[config.mk]
export PLATFORM = sky130hd
export DESIGN_NAME = gb3_window
export DESIGN_NICKNAME = d
export VERILOG_FILES = /design/src/gb3_pkg.sv /design/src/gb3_window.sv
export SDC_FILE = /design/constraint.sdc
export NUM_CORES = 1
export LEC_CHECK = 0
export BUFFER_PORTS_ARGS = -buffer_cell sky130_fd_sc_hd__buf_4
export CAP_MARGIN = 20
export CORE_AREA = 2 2 148 150
export DETAILED_ROUTE_END_ITERATION = 6
export DIE_AREA = 0 0 150 152
export PLACE_DENSITY = 0.52
export SLEW_MARGIN = 15
export SYNTH_ARGS = -nofsm -noshare
export SYNTH_HDL_FRONTEND = slang
export SYNTH_SLANG_ARGS = --single-unit
[constraint.sdc]
create_clock -name clk -period 17.5 [get_ports clk]
set_input_delay 4.375 -clock clk [delete_from_list [all_inputs] [get_ports clk]]
set_output_delay 4.375 -clock clk [all_outputs]
set_load 0.02 [all_outputs]
[src/gb3_pkg.sv]
// ----------------------------------------------------------------------------
// gb3_pkg
// Shared widths, kernel weights and the position record used by the 3x3
// Gaussian blur stream block.
// ----------------------------------------------------------------------------
package gb3_pkg;

  localparam int PIX_W       = 8;
  localparam int CFG_WIDTH_W = 11;
  localparam int CFG_HEIGHT_W = 12;
  localparam int ROW_W       = 12;
  localparam int OUT_COL_W   = 10;
  localparam int APB_DATA_W  = 32;
  localparam int APB_ADDR_W  = 3;

  localparam logic [CFG_WIDTH_W-1:0]  WIDTH_RESET  = 11'd640;
  localparam logic [CFG_HEIGHT_W-1:0] HEIGHT_RESET = 12'd480;

  // smallest frame dimension, and first row/column that has a full window
  localparam int MIN_DIM      = 3;
  localparam int MIN_INTERIOR = 2;

  // Q0.10 kernel weights
  localparam int FRAC_BITS = 10;
  localparam int W_EDGE    = 86;
  localparam int W_DIAG    = 65;

  typedef enum logic {
    REG_WIDTH  = 1'b0,
    REG_HEIGHT = 1'b1
  } reg_idx_t;

  typedef struct packed {
    logic                 interior;
    logic                 last;
    logic [OUT_COL_W-1:0] col;
    logic [ROW_W-1:0]     row;
  } pos_t;

endpackage

[src/gb3_window.sv]
// ----------------------------------------------------------------------------
// gb3_window
// 3x3 window register and the Q0.10 kernel applied to the shifted window.
// ----------------------------------------------------------------------------
module gb3_window (
  input  logic                     clk,
  input  logic                     rst_n,
  input  logic                     shift_i,
  input  logic [gb3_pkg::PIX_W-1:0] up2_i,
  input  logic [gb3_pkg::PIX_W-1:0] up1_i,
  input  logic [gb3_pkg::PIX_W-1:0] px_i,
  output logic [gb3_pkg::PIX_W-1:0] blur_o
);

  localparam int PW = gb3_pkg::PIX_W;
  localparam int FB = gb3_pkg::FRAC_BITS;

  // index 3*row + col: row 0 top, col 2 newest
  logic [PW-1:0] win_r   [9];
  logic [PW-1:0] win_nxt [9];

  logic [PW+1:0]  sum_v;
  logic [PW:0]    sum_h, sum_dl, sum_dr;
  logic [PW+8:0]  s0;
  logic [PW+7:0]  s1, s2, s3;
  logic [PW+1:0]  total;

  always_comb begin
    for (int k = 0; k < 3; k++) begin
      win_nxt[3*k]     = win_r[3*k+1];
      win_nxt[3*k + 1] = win_r[3*k+2];
    end
    win_nxt[2] = up2_i;
    win_nxt[5] = up1_i;
    win_nxt[8] = px_i;

    sum_v  = (PW+2)'(win_nxt[4]) + (PW+2)'(win_nxt[1]) + (PW+2)'(win_nxt[7]);
    sum_h  = (PW+1)'(win_nxt[3]) + (PW+1)'(win_nxt[5]);
    sum_dl = (PW+1)'(win_nxt[8]) + (PW+1)'(win_nxt[6]);
    sum_dr = (PW+1)'(win_nxt[2]) + (PW+1)'(win_nxt[0]);

    s0 = (PW+9)'(sum_v)  * (PW+9)'(gb3_pkg::W_EDGE);
    s1 = (PW+8)'(sum_h)  * (PW+8)'(gb3_pkg::W_EDGE);
    s2 = (PW+8)'(sum_dl) * (PW+8)'(gb3_pkg::W_DIAG);
    s3 = (PW+8)'(sum_dr) * (PW+8)'(gb3_pkg::W_DIAG);

    // truncate each partial sum on its own, peak total is 170
    total = (PW+2)'(s0 >> FB) + (PW+2)'(s1 >> FB) +
            (PW+2)'(s2 >> FB) + (PW+2)'(s3 >> FB);
    blur_o = total[PW-1:0];
  end

  always_ff @(posedge clk) begin
    if (!rst_n) begin
      for (int k = 0; k < 9; k++) begin
        win_r[k] <= '0;
      end
    end else if (shift_i) begin
      for (int k = 0; k < 9; k++) begin
        win_r[k] <= win_nxt[k];
      end
    end
  end

endmodule

==> impl_metrics.py <==
metrics = {
    "setup_path": {
        "timing.critical_path.max_delay_family": "adder cells",
        "cp_max_fo": 4,
        "worst-path-buf-inv": 6,
        "required_ps": 13120,
        "path_class": "input port to primary output",
        "slowest_stage": "fa_1",
        "critPathLaunchType": "input port",
        "slowest_delay_ps": 550,
        "crit_arrival_ps": 11400,
        "crit_path_end_kind": "primary output",
    },
    "timing": {
        "max_clock_freq_mhz": 63.40,
        "fin_crit_sh": 0.9014,
        "whs_ps": 584.1,
        "min_period_ps": 15770,
        "rsz0062_at_grt": "false",
        "relSlewSlack": 0.5561,
        "skew_ps": 5.283,
        "setup_viol": 0,
        "slew_violations": 0,
        "tightest_slew_ps": 658.9,
        "hold_viol": 0,
        "totalNegativeSetupSlack_ps": 0,
    },
    "yosys": {
        "syn_inst": 619,
        "netlist_top_cells_area": "edfxtp_1, ha_1, fa_1",
        "syn_nets": 807,
        "synth_top_area_share": 0.2314,
        "ys_seq_area_frac": 0.2314,
        "syn_area_um2": 6228,
        "synth_edf_count": 48,
        "yosysTopAreaCell": "edfxtp_1",
        "ys.flop_type": "edfxtp_1",
        "synthDistinctLibCells": 51,
        "synth_area_per_cell_um2": 10.06,
        "async_reset_ff_frac": 0,
        "synth-seq-cells": 48,
        "yosysWarnings": 0,
    },
    "global_routing": {
        "grtUsageTotal": 0.1196,
        "grt_pass1_vias": 4363,
        "grt_max_degree": 50,
        "overflow": 0,
        "grt_pass1_wl_um": 22020,
        "grt_antenna_before_repair": 0,
    },
    "place": {
        "gp_congestion": 0.7999,
        "placed_area_um2": 6784,
        "dp_hpwl_um": 11180,
        "dp.cells": 918,
        "numPortBuffers": 34,
    },
    "floorplanning": {
        "io_pins": 35,
        "start_util": 0.2917,
        "die_h_um": 152,
        "core_um2": 21350,
        "fp.dieW_um": 150,
        "die_area_um2": 22800,
        "rows": 54,
    },
    "final_layout": {
        "stdcell_count": 926,
        "stdcell_area_um2": 6957,
        "top_register": "win_r",
        "diodes": 0,
        "syn_to_final_growth_pct": 11.69,
        "finish.net_count": 833,
        "fill_cells": 2243,
        "largest_reg_flops": 48,
        "mostFrequentLayoutCells": "ha_1, inv_1, and3_1, edfxtp_1, fa_1",
        "final_common_cell": "ha_1",
        "final_layout_size_suffix_gt1_frac": 0.08669,
        "reg.largest.list": "win_r (48)",
    },
    "routing": {
        "wirelength_um": 13350,
        "first_iter_violations": 209,
        "viasPerCell": 4.778,
        "m1WireLength_um": 7027,
        "dr_total_vias": 4424,
        "maxUsedRoutingLayer": "met4",
        "ant_nets": 0,
        "wl_met2_um": 5904,
        "drcViolationCount": 0,
        "routedWlPerCell_um": 14.42,
        "met3_length_um": 332,
        "drt_pass1_iterations": 4,
    },
    "run_status": {
        "status": "completed",
    },
    "hold_path": {
        "hold_class": "register to register",
    },
    "clocking": {
        "cts.htree.levels": 2,
        "cts.path.max_buffers": 2,
        "post_cts_buffers": 0,
        "cts_num_sinks": 48,
        "ctsRootBufferMaster": "clkbuf_16",
        "cts_tree": "done",
        "hold_buffers": 0,
        "cts_made_buffers": 5,
        "cts_resized": 0,
        "clk_latency_ps": 290,
        "clk_pin_slew_worst_paths_ps": 70,
    },
    "job": {
        "cap_violations": 0,
    },
}
==> synth_stat cells, types with 2 or more instances <==
library cell / number
nand4b_1: 2
o211a_1: 2
ha_1: 115
o211ai_1: 5
nand2_1: 15
xor2_1: 19
a221oi_1: 2
o21ai_1: 7
nor2_1: 28
o21bai_1: 5
inv_1: 75
a21oi_1: 28
or2_2: 2
nor3_1: 13
nand3_1: 8
a221o_1: 2
o21ai_2: 2
edfxtp_1: 48
xnor2_1: 27
nand4_1: 7
or2_1: 2
nor2b_1: 5
fa_1: 46
a211oi_1: 11
and3_1: 50
and2_1: 4
a21o_1: 13
o21ai_0: 19
a31o_2: 2
clkbuf_1: 16
o21a_1: 10
a211o_1: 5
nand2b_1: 4
a32oi_1: 2
and4_1: 2
==> metrics by stage <==
step	util	setup slack (ps)
after global routing	0.3258	1248
after CTS	0.3258	1713
after global placement	0.3177	1755
after detailed placement	0.3177	1723
final	0.3258	1726
after floorplan	-	2310
==> kinds of logic (layout without fill, tap and decap cells) <==
| family | count (synthesis) | after routing | synth area share |
|---|---|---|---|
| DFF | 48 | 48 | 0.2314 |
| and+or+nand+nor | 146 | 146 | 0.1294 |
| AOI/OAI and AO/OA | 127 | 127 | 0.1408 |
| adders and majority gates | 161 | 161 | 0.3789 |
| xor gates and xnor gates | 46 | 46 | 0.06469 |
| buffers and inverters | 91 | 118 | 0.05484 |
==> final timing paths <==
check,from,to,slack [ps],depth (start not counted)
worst max-delay path,up1_i[1],blur_o[7],1730,31
worst min-delay path,win_r[2][1],win_r[1][1],580,1
worst max register to register,win_r[5][5],win_r[4][5],16580,1
worst min register to register,win_r[2][1],win_r[1][1],580,1
==> layer usage <==
metal  up-vias  GRT usage
met2        50     0.1855
met1      2091     0.1833
met4         0    0.01752
li1       2277          -
met3         6    0.01171
met5         -          0
==> cell type report <==
cell class	count	area [um^2]	share of cell area
multi-input combinational	480	4448	0.6394
tap	280	350.3	0.05036
sequential	48	1441	0.2072
clock buffer	5	125.1	0.01799
inverter	75	281.5	0.04047
clock inverter	3	47.55	0.006835
timing repair buffer	35	262.8	0.03777
Power is left out: the tool's default activity adds up to more than one toggle a clock period on the data nets, which glitch-free logic cannot reach.
