`config.mk`:
```
export PLATFORM = sky130hd
export DESIGN_NAME = gb3_scan
export DESIGN_NICKNAME = d
export VERILOG_FILES = /design/src/gb3_pkg.sv /design/src/gb3_scan.sv
export SDC_FILE = /design/constraint.sdc
export NUM_CORES = 1
export LEC_CHECK = 0
export BUFFER_PORTS_ARGS = -buffer_cell sky130_fd_sc_hd__buf_2
export CELL_PAD_IN_SITES_DETAIL_PLACEMENT = 1
export CELL_PAD_IN_SITES_GLOBAL_PLACEMENT = 1
export CORE_MARGIN = 2
export CORE_UTILIZATION = 45
export CTS_CLUSTER_DIAMETER = 80
export DETAILED_ROUTE_END_ITERATION = 16
export GPL_TIMING_DRIVEN = 0
export PLACE_DENSITY = 0.91
export SLEW_MARGIN = 30
export SYNTH_ARGS = -nofsm -noshare
export SYNTH_HDL_FRONTEND = slang
export SYNTH_SLANG_ARGS = --single-unit
export TNS_END_PERCENT = 30
```
`constraint.sdc`:
```
create_clock -name clk -period 28.7 [get_ports clk]
set_input_delay 5.74 -clock clk [delete_from_list [all_inputs] [get_ports clk]]
set_output_delay 5.74 -clock clk [all_outputs]
set_load 0.05 [all_outputs]
```
`src/gb3_pkg.sv`:
```
// ----------------------------------------------------------------------------
// gb3_pkg
// Shared widths, kernel weights and the position record used by the 3x3
// Gaussian blur stream block.
// ----------------------------------------------------------------------------
package gb3_pkg;

  localparam int PIX_W       = 8;
  localparam int CFG_WIDTH_W = 11;
  localparam int CFG_HEIGHT_W = 12;
  localparam int ROW_W       = 12;
  localparam int OUT_COL_W   = 10;
  localparam int APB_DATA_W  = 32;
  localparam int APB_ADDR_W  = 3;

  localparam logic [CFG_WIDTH_W-1:0]  WIDTH_RESET  = 11'd640;
  localparam logic [CFG_HEIGHT_W-1:0] HEIGHT_RESET = 12'd480;

  // smallest frame dimension, and first row/column that has a full window
  localparam int MIN_DIM      = 3;
  localparam int MIN_INTERIOR = 2;

  // Q0.10 kernel weights
  localparam int FRAC_BITS = 10;
  localparam int W_EDGE    = 86;
  localparam int W_DIAG    = 65;

  typedef enum logic {
    REG_WIDTH  = 1'b0,
    REG_HEIGHT = 1'b1
  } reg_idx_t;

  typedef struct packed {
    logic                 interior;
    logic                 last;
    logic [OUT_COL_W-1:0] col;
    logic [ROW_W-1:0]     row;
  } pos_t;

endpackage

```
`src/gb3_scan.sv`:
```
// ----------------------------------------------------------------------------
// gb3_scan
// Raster position counters: column and row of each accepted pixel, with
// width/height clamping and the interior / end-of-frame flags.
// ----------------------------------------------------------------------------
module gb3_scan #(
  parameter int MAX_LINE = 1024
) (
  input  logic                                 clk,
  input  logic                                 rst_n,
  input  logic                                 step_i,
  input  logic [gb3_pkg::CFG_WIDTH_W-1:0]      width_i,
  input  logic [gb3_pkg::CFG_HEIGHT_W-1:0]     height_i,
  output logic [$clog2(MAX_LINE)-1:0]          addr_o,
  output gb3_pkg::pos_t                        pos_o
);

  localparam int CW  = $clog2(MAX_LINE);
  localparam int LW  = $clog2(MAX_LINE + 1);
  localparam int WW  = (LW > gb3_pkg::CFG_WIDTH_W) ? LW : gb3_pkg::CFG_WIDTH_W;
  localparam int RW  = gb3_pkg::ROW_W;

  logic [CW-1:0] col_r, col_nxt;
  logic [RW-1:0] row_r, row_nxt;

  logic [WW-1:0] w_raw, w_eff;
  logic [RW-1:0] h_eff;
  logic          wrap;
  logic [CW-1:0] c;
  logic [RW:0]   r_inc;
  logic [RW-1:0] r;
  logic          last_col, last_row;
  logic [RW:0]   r_p1;

  always_comb begin
    w_raw = WW'(width_i);
    priority if (w_raw < WW'(gb3_pkg::MIN_DIM)) begin
      w_eff = WW'(gb3_pkg::MIN_DIM);
    end else if (w_raw > WW'(MAX_LINE)) begin
      w_eff = WW'(MAX_LINE);
    end else begin
      w_eff = w_raw;
    end
    h_eff = (height_i < RW'(gb3_pkg::MIN_DIM)) ? RW'(gb3_pkg::MIN_DIM) : height_i;

    // a width lowered mid-frame ends the row early
    wrap  = (WW'(col_r) >= w_eff);
    c     = wrap ? '0 : col_r;
    r_inc = {1'b0, row_r} + (RW+1)'(wrap);
    r     = (r_inc >= {1'b0, h_eff}) ? '0 : r_inc[RW-1:0];

    last_col = (WW'(c) == w_eff - WW'(1));
    last_row = (r == h_eff - RW'(1));
    r_p1     = {1'b0, r} + (RW+1)'(1);

    if (last_col) begin
      col_nxt = '0;
      row_nxt = (r_p1 >= {1'b0, h_eff}) ? '0 : r_p1[RW-1:0];
    end else begin
      col_nxt = c + CW'(1);
      row_nxt = r;
    end

    addr_o         = c;
    pos_o.interior = (r >= RW'(gb3_pkg::MIN_INTERIOR)) &&
                     (WW'(c) >= WW'(gb3_pkg::MIN_INTERIOR));
    pos_o.last     = last_row && last_col;
    pos_o.col      = gb3_pkg::OUT_COL_W'(c - CW'(1));
    pos_o.row      = r - RW'(1);
  end

  always_ff @(posedge clk) begin
    if (!rst_n) begin
      col_r <= '0;
      row_r <= '0;
    end else if (step_i) begin
      col_r <= col_nxt;
      row_r <= row_nxt;
    end
  end

endmodule

```
==> results.ini <==
[outcome]
status=finished clean

[synthesis]
ys_warn_count=0
synth_edf_count=0
synth_ff_type=dfxtp_1
synthArstFlopShare_pct=0
avgSynthCellArea_sq_um=6.75
yosys.area.top_type=ha_1
synthesis.area_sq_um=4080
synth_top_area_share_pct=13.5
yosys-top-cells-count=nand2_1 (70), nor2_1 (52), inv_1 (48)
seq_area_frac_synth_pct=10.8
syn_nets=674
synthTopCellsByArea=ha_1 (14%), dfxtp_1 (11%), xnor2_1 (8.6%)
netlist-cell-type-count=66
yosys_register_bits=22
post-synth-top-count-cell=nand2_1
synthCells=604

[clock_network]
cts-root-buf=clkbuf_8
cts_resized=0
cts_setup_buffers=0
cts.path.max_buffers=2
cts_buffers=3
cts_sinks=22
clk-insertion-delay-late_ns=0.28
htreeDepth=1
clk_pin_slew_ns=0.10
cts_tree=yes
ctsHoldBuffers=0

[global_route]
antenna_found_initial=0
grt_pass1_wl_mm=24.5
grt_pass1_vias=5133
overflow=0
grtUsageTotal_pct=30.5
grt_max_degree=14

[critical_path]
cpPeakStageDelay_ns=0.56
path_common_cell=ha_1
worstSetupEndpointType=output port
critical_path.max_fanout=10
slowest_stage=nor4_2
crit_type=input pin to output port
worstPathRequired_ns=22.96
crit_arrival_ns=13.95
setup.worst_path.start_class=input pin

[sta]
hold_viol_final=0
timing.setup.tns_ns=0
worst_pin_slew_ns=0.959
layout_worst_path_cycle_share_pct=68.6
hold-worst-slack_ns=0.534
rsz0062_at_grt=false
skew_ns=0.00913
slew_viol_final=0
setup_viol=0
fmax_mhz=50.8
min_period_ns=19.69
max_slew_margin_pct=35.6

[run]
max-cap-violations=0

[power_and_ir_drop]
power_density_nw_per_um2=23.6
vdd_drop_max_mv=0.0158
p_leak_nw=2.05

[floorplan]
dieArea_sq_um=9830
coreArea_sq_um=8760
num_rows=34
ios=60
die-width_um=99.2
die_height_um=99.2
start_util_pct=46.5

[drt]
num_vias=4885
drc=0
dr.pass1.iters=5
ant_nets=0
wl_mm=15.1
drt_iter0_markers=242
via_per_inst=6.31
wl_per_cell_um=19.6

[final_layout]
syn_to_final_growth_pct=12.4
diodes=0
post-route-util_pct=52.3
drive_above_1_share_pct=11.7
final_area_sq_um=4580
final_cells=774
fin_nets=737

[min_path]
hp-class=flip-flop to flip-flop

[place]
gp_congestion=0.908
port_buffers=58
dpl_cell_area_sq_um=4500
dp_cells=770
detailed_place_hpwl_mm=12.1

==> critical path: cells and delay by family <==
kind,cells,cell delay (ns)
xor+xnor,1,0.35
buf+inv,7,2.17
fa+ha+maj,5,1.55
simple gates,10,2.50
compound gates,8,1.62
==> report_power, final <==
group	internal, mW	total (mW)	switching (mW)
registers	0.0308	0.0309	0.000156
clock network	0.0187	0.0311	0.0124
logic	0.0136	0.0462	0.0326
==> layout by cell type (no fill, tap or decap), drive strengths merged, types with 3 or more instances in the layout <==
cell type,n
buf,60
o2bb2ai,3
nor4,13
a41oi,6
or2,5
a211o,7
nand4,12
or4,5
and2,5
nand2,71
o21a,3
a31oi,15
a21o,5
a21oi,31
nand3,29
nor2b,9
o211ai,7
xor2,15
inv,49
a22oi,3
clkbuf,34
o22ai,6
xnor2,40
nor3,21
ha,44
mux2i,6
o21ai,21
or3,9
nor2,52
o2111ai,3
dfxtp,22
and4,6
nand2b,14
a211oi,3
a2111oi,3
==> area by class of cell <==
cell class                      instances  area [sq um]
Inverter                               50           188
Buffer                                 33           133
Fill cell                            1203          4180
Tap cell                              108           135
Multi-Input combinational cell        499          3320
Clock inverter                          1          30.0
Clock buffer                            3          41.3
Timing Repair Buffer                   58           290
Sequential cell                        22           440
==> sequential cells by signal, indices dropped and copies added, names as in the netlist <==
register	cells
col_r	10
row_r	12
==> through the flow <==
| step | total power [mW] | setup slack (ns) |
|---|---|---|
| final | 0.108 | 9.01 |
| after global routing | 0.113 | 8.39 |
| after CTS | 0.108 | 9.19 |
| after detailed placement | 0.0773 | 9.27 |
| after global placement | 0.0756 | 9.51 |
| after floorplan | 0.0642 | 10.32 |
==> metal layers <==
metal / up-vias / GRT usage (%) / wire, um
met3: 63 / 2.74 / 634
met5: - / 0 / 0
met1: 2362 / 33.4 / 5940
met2: 175 / 57.5 / 7790
li1: 2285 / - / -
met4: 0 / 16.5 / 771
==> path summary, 6_finish.rpt <==
path / start / end / slack, ns / cells after the start
max: width_i[6] / pos_o[8] / 9.01 / 31
min: row_r[10] / row_r[10] / 0.53 / 2
max reg2reg: col_r[0] / row_r[3] / 18.57 / 37
min reg2reg: row_r[10] / row_r[10] / 0.53 / 2
==> cells by family (layout without fill, tap and decap cells) <==
group | count (synthesis) | count (layout) | synth area share [%]
XOR/XNOR | 55 | 55 | 11.8
flip-flops | 22 | 22 | 10.8
AO/OA/AOI/OAI | 133 | 133 | 22.3
adder cells (fa/ha/maj) | 44 | 44 | 13.5
AND/OR/NAND/NOR | 260 | 260 | 32.0
buffers and inverters | 83 | 145 | 7.86
multiplexers | 7 | 7 | 1.75
Note: power is estimated with default switching activity, not from simulation.
